File: config.mk
export PLATFORM = sky130hd
export DESIGN_NAME = multi_channel_software_timer
export DESIGN_NICKNAME = d
export VERILOG_FILES = /design/src/rtl/tmr_pkg.sv /design/src/rtl/tmr_ram.sv /design/src/rtl/tmr_cmp.sv /design/src/rtl/multi_channel_software_timer.sv
export SDC_FILE = /design/constraint.sdc
export NUM_CORES = 1
export LEC_CHECK = 0
export ABC_AREA = 1
export BUFFER_PORTS_ARGS = -buffer_cell sky130_fd_sc_hd__buf_2
export CAP_MARGIN = 20
export CORE_ASPECT_RATIO = 1.1
export CORE_UTILIZATION = 56
export CTS_CLUSTER_DIAMETER = 40
export DETAILED_ROUTE_END_ITERATION = 10
export GPL_TIMING_DRIVEN = 0
export HOLD_SLACK_MARGIN = 0.08
export PLACE_DENSITY = 0.72
export SYNTH_ARGS = -nofsm -noshare
export SYNTH_HDL_FRONTEND = slang
export SYNTH_SLANG_ARGS = --single-unit
File: constraint.sdc
create_clock -name clk -period 12.2 [get_ports clk]
set_input_delay 1.22 -clock clk [delete_from_list [all_inputs] [get_ports clk]]
set_output_delay 1.22 -clock clk [all_outputs]
set_load 0.01 [all_outputs]
File: src/rtl/tmr_pkg.sv
// ----------------------------------------------------------------------------
// tmr_pkg
// Shared types and constants of the multi-channel timer: item modes,
// sequencer states and the layout of one channel table entry.
// ----------------------------------------------------------------------------
package tmr_pkg;

	localparam int TIME_W = 32;
	localparam int ID_W   = 4;

	// Only ids that fit in the timer_id field can ever be armed.
	localparam int ADDR_LIMIT = 1 << ID_W;

	typedef enum logic [1:0] {
		MODE_SET  = 2'd0,
		MODE_KILL = 2'd1,
		MODE_TICK = 2'd2,
		MODE_POLL = 2'd3
	} mode_t;

	typedef enum logic [1:0] {
		S_IDLE,
		S_SCAN,
		S_CHECK,
		S_DONE
	} state_t;

	typedef struct packed {
		logic [TIME_W-1:0] period;
		logic [TIME_W-1:0] start;
		logic              once;
	} entry_t;

	localparam int ENTRY_W = $bits(entry_t);

endpackage

File: src/rtl/tmr_ram.sv
// ----------------------------------------------------------------------------
// tmr_ram
// Generic single-write, single-read RAM with a registered read port.
// ----------------------------------------------------------------------------
module tmr_ram #(
	parameter int WIDTH = 8,
	parameter int DEPTH = 16
) (
	input  logic                                    clk,
	input  logic                                    we,
	input  logic [(DEPTH > 1 ? $clog2(DEPTH) : 1)-1:0] waddr,
	input  logic [WIDTH-1:0]                        wdata,
	input  logic [(DEPTH > 1 ? $clog2(DEPTH) : 1)-1:0] raddr,
	output logic [WIDTH-1:0]                        rdata
);

	logic [WIDTH-1:0] mem_q [DEPTH];

	always_ff @(posedge clk) begin
		if (we) begin
			mem_q[waddr] <= wdata;
		end
		rdata <= mem_q[raddr];
	end

endmodule

File: src/rtl/tmr_cmp.sv
// ----------------------------------------------------------------------------
// tmr_cmp
// Shared subtract-compare unit: decides whether a channel has expired from
// its wrapped elapsed time and its period.
// ----------------------------------------------------------------------------
module tmr_cmp (
	input  logic [tmr_pkg::TIME_W-1:0] now,
	input  logic [tmr_pkg::TIME_W-1:0] start,
	input  logic [tmr_pkg::TIME_W-1:0] period,
	output logic                       expired
);

	logic [tmr_pkg::TIME_W-1:0] elapsed;

	// The subtraction wraps modulo 2^32, which handles counter rollover.
	assign elapsed = now - start;
	assign expired = (elapsed >= period);

endmodule

File: src/rtl/multi_channel_software_timer.sv
// ----------------------------------------------------------------------------
// multi_channel_software_timer
// Table of one-shot or periodic timer channels driven by tick words, with a
// poll that reports and services the lowest expired channel.
// ----------------------------------------------------------------------------
//
//  Channel | Handshake          | Fields
//  --------+--------------------+--------------------------------------------
//  input   | in_valid/in_stall  | mode, timer_id, period_ms, one_shot
//  output  | out_valid/out_stall| fired, fired_id
//
// Set, kill and tick words pass through the final state and back to idle. A
// poll word scans the channels from the lowest index up to a hit or the end of
// the table; each valid channel costs one read of the channel RAM and one pass
// through the subtract-compare unit, and a free channel is skipped without a
// compare. The final state then hands the result to the output register.
// Reset clears all valid marks and the time counter at once; no clearing pass.
// A stalled result holds the block in its final state until it is taken.
//
module multi_channel_software_timer #(
	parameter int NUM_TIMERS = 16
) (
	input  logic                       clk,
	input  logic                       arst_n,
	input  logic                       in_valid,
	output logic                       in_stall,
	input  logic [1:0]                 mode,
	input  logic [tmr_pkg::ID_W-1:0]   timer_id,
	input  logic [tmr_pkg::TIME_W-1:0] period_ms,
	input  logic                       one_shot,
	output logic                       out_valid,
	input  logic                       out_stall,
	output logic                       fired,
	output logic [tmr_pkg::ID_W-1:0]   fired_id
);

	localparam int IDX_W  = (NUM_TIMERS > 1) ? $clog2(NUM_TIMERS) : 1;
	localparam int SCAN_N = (NUM_TIMERS < tmr_pkg::ADDR_LIMIT) ? NUM_TIMERS
		: tmr_pkg::ADDR_LIMIT;

	tmr_pkg::state_t state_q, state_d;
	tmr_pkg::mode_t  mode_in;
	tmr_pkg::mode_t  mode_q;

	logic [NUM_TIMERS-1:0]      valid_q;
	logic [tmr_pkg::TIME_W-1:0] now_q;
	logic [IDX_W-1:0]           idx_q;
	logic                       res_fired_q;
	logic [tmr_pkg::ID_W-1:0]   res_id_q;
	logic                       out_valid_q;
	logic                       fired_q;
	logic [tmr_pkg::ID_W-1:0]   fired_id_q;

	logic                       accept;
	logic                       id_ok;
	logic [IDX_W-1:0]           id_idx;
	logic                       last_idx;
	logic                       out_free;
	logic                       expired;

	logic                       ram_we;
	logic [IDX_W-1:0]           ram_waddr;
	tmr_pkg::entry_t            ram_wdata;
	logic [tmr_pkg::ENTRY_W-1:0] ram_rdata;
	tmr_pkg::entry_t            rd_entry;

	// Control decided by the sequencer for this cycle.
	logic set_valid, clr_valid, tick, idx_clr, idx_inc, hit, load_out;
	logic [IDX_W-1:0] valid_addr;

	assign mode_in  = tmr_pkg::mode_t'(mode);
	assign accept   = in_valid && !in_stall;
	assign in_stall = (state_q != tmr_pkg::S_IDLE);
	assign id_ok    = (32'(timer_id) < 32'(NUM_TIMERS));
	assign id_idx   = IDX_W'(timer_id);
	assign last_idx = (idx_q == IDX_W'(SCAN_N - 1));
	assign out_free = !out_valid_q || !out_stall;
	assign rd_entry = tmr_pkg::entry_t'(ram_rdata);

	tmr_ram #(
		.WIDTH (tmr_pkg::ENTRY_W),
		.DEPTH (NUM_TIMERS)
	) u_ram (
		.clk   (clk),
		.we    (ram_we),
		.waddr (ram_waddr),
		.wdata (tmr_pkg::ENTRY_W'(ram_wdata)),
		.raddr (idx_q),
		.rdata (ram_rdata)
	);

	tmr_cmp u_cmp (
		.now     (now_q),
		.start   (rd_entry.start),
		.period  (rd_entry.period),
		.expired (expired)
	);

	always_ff @(posedge clk or negedge arst_n) begin
		if (!arst_n) begin
			state_q <= tmr_pkg::S_IDLE;
		end else begin
			state_q <= state_d;
		end
	end

	always_comb begin
		state_d    = state_q;
		set_valid  = 1'b0;
		clr_valid  = 1'b0;
		valid_addr = id_idx;
		tick       = 1'b0;
		idx_clr    = 1'b0;
		idx_inc    = 1'b0;
		hit        = 1'b0;
		load_out   = 1'b0;
		ram_we     = 1'b0;
		ram_waddr  = id_idx;
		ram_wdata  = '{period: period_ms, start: now_q, once: one_shot};
		unique case (state_q)
			tmr_pkg::S_IDLE: begin
				if (accept) begin
					idx_clr = 1'b1;
					unique case (mode_in)
						tmr_pkg::MODE_SET: begin
							set_valid = id_ok;
							ram_we    = id_ok;
							state_d   = tmr_pkg::S_DONE;
						end
						tmr_pkg::MODE_KILL: begin
							clr_valid = id_ok;
							state_d   = tmr_pkg::S_DONE;
						end
						tmr_pkg::MODE_TICK: begin
							tick    = 1'b1;
							state_d = tmr_pkg::S_DONE;
						end
						tmr_pkg::MODE_POLL: begin
							state_d = tmr_pkg::S_SCAN;
						end
						default: state_d = tmr_pkg::S_DONE;
					endcase
				end
			end
			tmr_pkg::S_SCAN: begin
				// The RAM read at idx_q is issued here; skip free channels.
				if (valid_q[idx_q]) begin
					state_d = tmr_pkg::S_CHECK;
				end else if (last_idx) begin
					state_d = tmr_pkg::S_DONE;
				end else begin
					idx_inc = 1'b1;
				end
			end
			tmr_pkg::S_CHECK: begin
				valid_addr = idx_q;
				ram_waddr  = idx_q;
				ram_wdata  = '{period: rd_entry.period, start: now_q, once: 1'b0};
				if (expired) begin
					hit       = 1'b1;
					clr_valid = rd_entry.once;
					ram_we    = !rd_entry.once;
					state_d   = tmr_pkg::S_DONE;
				end else if (last_idx) begin
					state_d = tmr_pkg::S_DONE;
				end else begin
					idx_inc = 1'b1;
					state_d = tmr_pkg::S_SCAN;
				end
			end
			tmr_pkg::S_DONE: begin
				if (out_free) begin
					load_out = 1'b1;
					state_d  = tmr_pkg::S_IDLE;
				end
			end
			default: state_d = tmr_pkg::S_IDLE;
		endcase
	end

	always_ff @(posedge clk or negedge arst_n) begin
		if (!arst_n) begin
			valid_q     <= '0;
			now_q       <= '0;
			out_valid_q <= 1'b0;
			res_fired_q <= 1'b0;
			mode_q      <= tmr_pkg::MODE_SET;
		end else begin
			if (set_valid) begin
				valid_q[valid_addr] <= 1'b1;
			end else if (clr_valid) begin
				valid_q[valid_addr] <= 1'b0;
			end
			if (tick) begin
				now_q <= now_q + 1'b1;
			end
			if (accept) begin
				mode_q      <= mode_in;
				res_fired_q <= 1'b0;
			end else if (hit) begin
				res_fired_q <= 1'b1;
			end
			if (load_out) begin
				out_valid_q <= 1'b1;
			end else if (!out_stall) begin
				out_valid_q <= 1'b0;
			end
		end
	end

	always_ff @(posedge clk) begin
		if (idx_clr) begin
			idx_q <= '0;
		end else if (idx_inc) begin
			idx_q <= idx_q + 1'b1;
		end
		if (accept) begin
			res_id_q <= '0;
		end else if (hit) begin
			res_id_q <= tmr_pkg::ID_W'(idx_q);
		end
		if (load_out) begin
			fired_q    <= res_fired_q;
			fired_id_q <= res_id_q;
		end
	end

	assign out_valid = out_valid_q;
	assign fired     = fired_q;
	assign fired_id  = fired_id_q;

	// A channel is only compared after its RAM read was issued.
	a_check_after_scan: assert property (@(posedge clk) disable iff (!arst_n)
		state_q == tmr_pkg::S_CHECK |-> $past(state_q) == tmr_pkg::S_SCAN)
		else $error("compare state entered without a RAM read");

	// Only a poll can produce a hit.
	a_hit_only_poll: assert property (@(posedge clk) disable iff (!arst_n)
		(state_q == tmr_pkg::S_DONE && res_fired_q) |-> mode_q == tmr_pkg::MODE_POLL)
		else $error("hit recorded for a word that is not a poll");

	// A tick word advances the time counter by exactly one.
	a_tick_step: assert property (@(posedge clk) disable iff (!arst_n)
		(accept && mode_in == tmr_pkg::MODE_TICK) |=> now_q == $past(now_q) + 1'b1)
		else $error("time counter did not advance on a tick");

	// A result is loaded only when the output register can take it.
	a_no_overwrite: assert property (@(posedge clk) disable iff (!arst_n)
		load_out |-> (!out_valid_q || !out_stall))
		else $error("pending result overwritten");

endmodule
==> flow_metrics.tcl <==
set metrics [dict create \
    grt_max_degree 33 \
    synth_ff_type "edfxtp_1" \
    placed_cells 5136 \
    drtIter0Drc 4362 \
    synth_area_um2 47400 \
    fin_hold_ws_ns 0.440 \
    cts_tree "done" \
    worstPathArrival_ns 7.03 \
    cts_setup_buffers 0 \
    htree_levels 4 \
    cts_resized 0 \
    fin_cells 5405 \
    placed_area_um2 50700 \
    fmax_mhz 152 \
    cts_max_path_buffers 3 \
    relSlewSlack 0.207 \
    clk_pin_slew_ns 0.06 \
    fin_util 0.660 \
    reg2reg_depth 26 \
    root_buffer "clkbuf_16" \
    rsz0062_at_grt "false" \
    die_y_um 307 \
    status "finished clean" \
    coreArea_um2 83600 \
    hold_viol_final 0 \
    dieWidth_um 280 \
    slew_violations 0 \
    drive_above_1_share 0.111 \
    hpwl_um 96000 \
    max_slew.worst_pin.slew_ns 1.19 \
    yosysSeqAreaShare 0.720 \
    gp_congestion 0.983 \
    yosys_warnings 0 \
    clk_latency_ns 0.75 \
    synthDistinctLibCells 47 \
    cp.required_ns 12.65 \
    fin_nets 4276 \
    finalInstanceArea_um2 55200 \
    cts_sinks 1170 \
    rrSetupSlack_ns 5.62 \
    synth_area_leaders "edfxtp_1 (66%), o21ai_0 (5.8%), nor2_1 (5.1%)" \
    min_from "res_id_q[3]" \
    ir_drop_v 0.000154 \
    r2r-start "now_q[2]" \
    io_pins 50 \
    area_delta_synth_final_pct 16.4 \
    syn-num-nets 3942 \
    rows 111 \
    io_buffer_count 49 \
    worstHoldPathType "register to register" \
    fillCellCount 5960 \
    reg2reg_to "u_ram.mem_q[4][41]" \
    seq_area_um2 34100 \
    crit_fanout 20 \
    grt_pass1_vias 32200 \
    period_needed_ns 6.58 \
    ant_nets 0 \
    grt_usage 0.331 \
    synth_top_area_frac 0.661 \
    dieArea_um2 85900 \
    first_pass_iters 8 \
    via_per_inst 6.30 \
    async_reset_ff_frac 0.0444 \
    wl_per_cell_um 26.5 \
    syn_area_per_cell_um2 12.4 \
    finalSetupViolations 0 \
    hold_buffers 0 \
    setup_ws_ns 5.62 \
    critical_path_class "register to register" \
    antenna_found_initial 4 \
    cts_buffers 130 \
    yosys.area.top_type "edfxtp_1" \
    end_kind "register" \
    drc 0 \
    leakage_nw 18.8 \
    initial_core_util 0.567 \
    synthCells 3829 \
    grt_pass1_wl_um 206000 \
    worstHoldPathCells 0 \
    vias 34100 \
    worst_hold_path.endpoint "fired_id[3]" \
    drv_cap 0 \
    fin_crit_sh 0.540 \
    pre_cts_ws_ns 5.76 \
    critPathLaunchType "register" \
    wl_um 143000 \
    overflow 0 \
    power.density_nw_per_um2 228 \
    clock_skew_ns 0.0313 \
    multi_input_area_um2 11900 \
    synth_edf_count 1045 \
    synth_seq_cells 1170 \
]
cells in the final DEF (no fill, tap or decap), types with 5 or more instances in the layout:
master,Yosys,final
clkinv_2,0,13
o21ai_0,550,550
nand2_2,6,6
diode_2,0,5
buf_2,22,71
clkbuf_1,183,210
a21o_1,7,7
dfrtp_1,52,52
buf_4,0,28
dfxtp_1,73,73
nand4_1,13,13
buf_8,0,17
o22ai_1,158,158
clkinvlp_4,0,7
o221ai_1,107,107
xnor2_1,23,23
nor3_1,27,11
inv_2,6,6
buf_6,0,107
a21oi_1,88,87
inv_6,0,12
clkinv_4,0,6
clkbuf_8,0,9
clkinv_8,0,5
buf_1,19,19
edfxtp_1,1045,1045
nor2_4,7,7
nor2_1,639,639
clkbuf_16,0,135
clkinv_1,2,14
bufinv_16,0,9
o211ai_1,27,27
nand2_1,342,342
nand3_1,140,140
nor3_2,1,17
xor2_1,38,38
ha_1,69,69
inv_1,146,146
kinds of logic (layout without fill, tap and decap cells):
group	after synthesis	after routing	share of synthesized area
other	0	5	0
multiplexers	1	1	0.000237
XOR/XNOR	61	61	0.0113
buffers and inverters	378	819	0.0305
AND/OR/NAND/NOR	1191	1191	0.103
AO/OA/AOI/OAI	958	958	0.117
adder cells (fa/ha/maj)	70	70	0.0186
flip-flops	1170	1170	0.720
worst max-delay path by stage:
stage	start	end	slack [ns]	cells after the start
global route	now_q[6]	u_ram.mem_q[4][41]	5.29	27
detailed placement	now_q[0]	u_ram.mem_q[4][35]	5.76	30
CTS	now_q[6]	u_ram.mem_q[4][45]	5.82	27
global placement	now_q[6]	u_ram.mem_q[11][36]	-2.82	23
finish	now_q[2]	u_ram.mem_q[4][41]	5.62	26
floorplan	now_q[0]	u_ram.mem_q[4][0]	3.80	27
area by class of cell:
| class | instances | area share |
|---|---|---|
| sequential | 1170 | 0.618 |
| multi-input combinational | 2281 | 0.216 |
| clock buffer | 172 | 0.0653 |
| timing repair buffer | 202 | 0.0351 |
| tap | 1130 | 0.0256 |
| buffer | 224 | 0.0157 |
| clock inverter | 67 | 0.0129 |
| inverter | 154 | 0.0105 |
| antenna | 5 | 0.000227 |
cell usage after synthesis (2+ instances only):
cell type / instances
o21bai_1: 4
nand2_2: 6
a221oi_1: 2
a31oi_1: 4
a21oi_1: 88
nor2_1: 639
ha_1: 69
inv_2: 6
nor3_1: 27
buf_1: 19
edfxtp_1: 1045
clkbuf_1: 183
dfxtp_1: 73
a21o_1: 7
dfrtp_1: 52
clkinv_1: 2
nor4_1: 4
o21ai_0: 550
xnor2_1: 23
nand3_1: 140
o211ai_1: 27
nor4_2: 2
inv_1: 146
nor2_4: 7
nand2_1: 342
xor2_1: 38
o31ai_1: 2
nand4_1: 13
o221ai_1: 107
a21boi_0: 3
nand3b_1: 2
o22ai_1: 158
buf_2: 22
nand2_4: 2
o21a_1: 3
sequential cells by signal, indices dropped and copies added, names as in the netlist, named ones only:
| signal | count |
|---|---|
| idx_q | 4 |
| res_id_q | 4 |
| now_q | 32 |
| fired | 1 |
| state_q | 2 |
| out_valid | 1 |
| u_ram.mem_q | 1040 |
| u_ram.rdata | 65 |
| fired_id | 4 |
| res_fired_q | 1 |
through the flow:
stage | setup TNS (ns) | total power, W
after floorplan | 0 | 0.00706
after global placement | -1741.77 | 0.00843
final | 0 | 0.0126
after global routing | 0 | 0.0130
after detailed placement | 0 | 0.00854
after CTS | 0 | 0.0124
critical path: stages (launching register included):
cell,delay (ns)
dfrtp_1,0.92
ha_1,0.41
a21oi_1,0.15
nand2_1,0.13
a21oi_1,0.31
inv_1,0.10
a21oi_1,0.26
nand3b_1,0.18
nand2_1,0.06
nand2_1,0.07
nand2_1,0.12
ha_1,0.33
nand2_1,0.07
nor2_1,0.14
nand4_1,0.13
nor2_1,0.12
nand2_1,0.22
nand2_2,0.21
nand2_1,0.18
o21bai_1,0.26
inv_2,0.13
buf_2,0.24
nor3_2,0.71
buf_6,0.29
buf_6,0.17
buf_6,0.19
buf_6,0.17
where the power goes:
group          internal [W]  switching (W)  leakage [nW]
clock network       0.00230        0.00162          2.09
logic              0.000918        0.00269          6.57
registers           0.00493       0.000124          10.1
routing by layer:
metal,track usage,vias up,wire length [um]
met1,0.439,16600,53200
met3,0.0706,410,16000
met2,0.515,2332,66900
met4,0.177,4,7100
met5,0,-,27
li1,-,14700,-
Power figures use the tool's default switching activity.
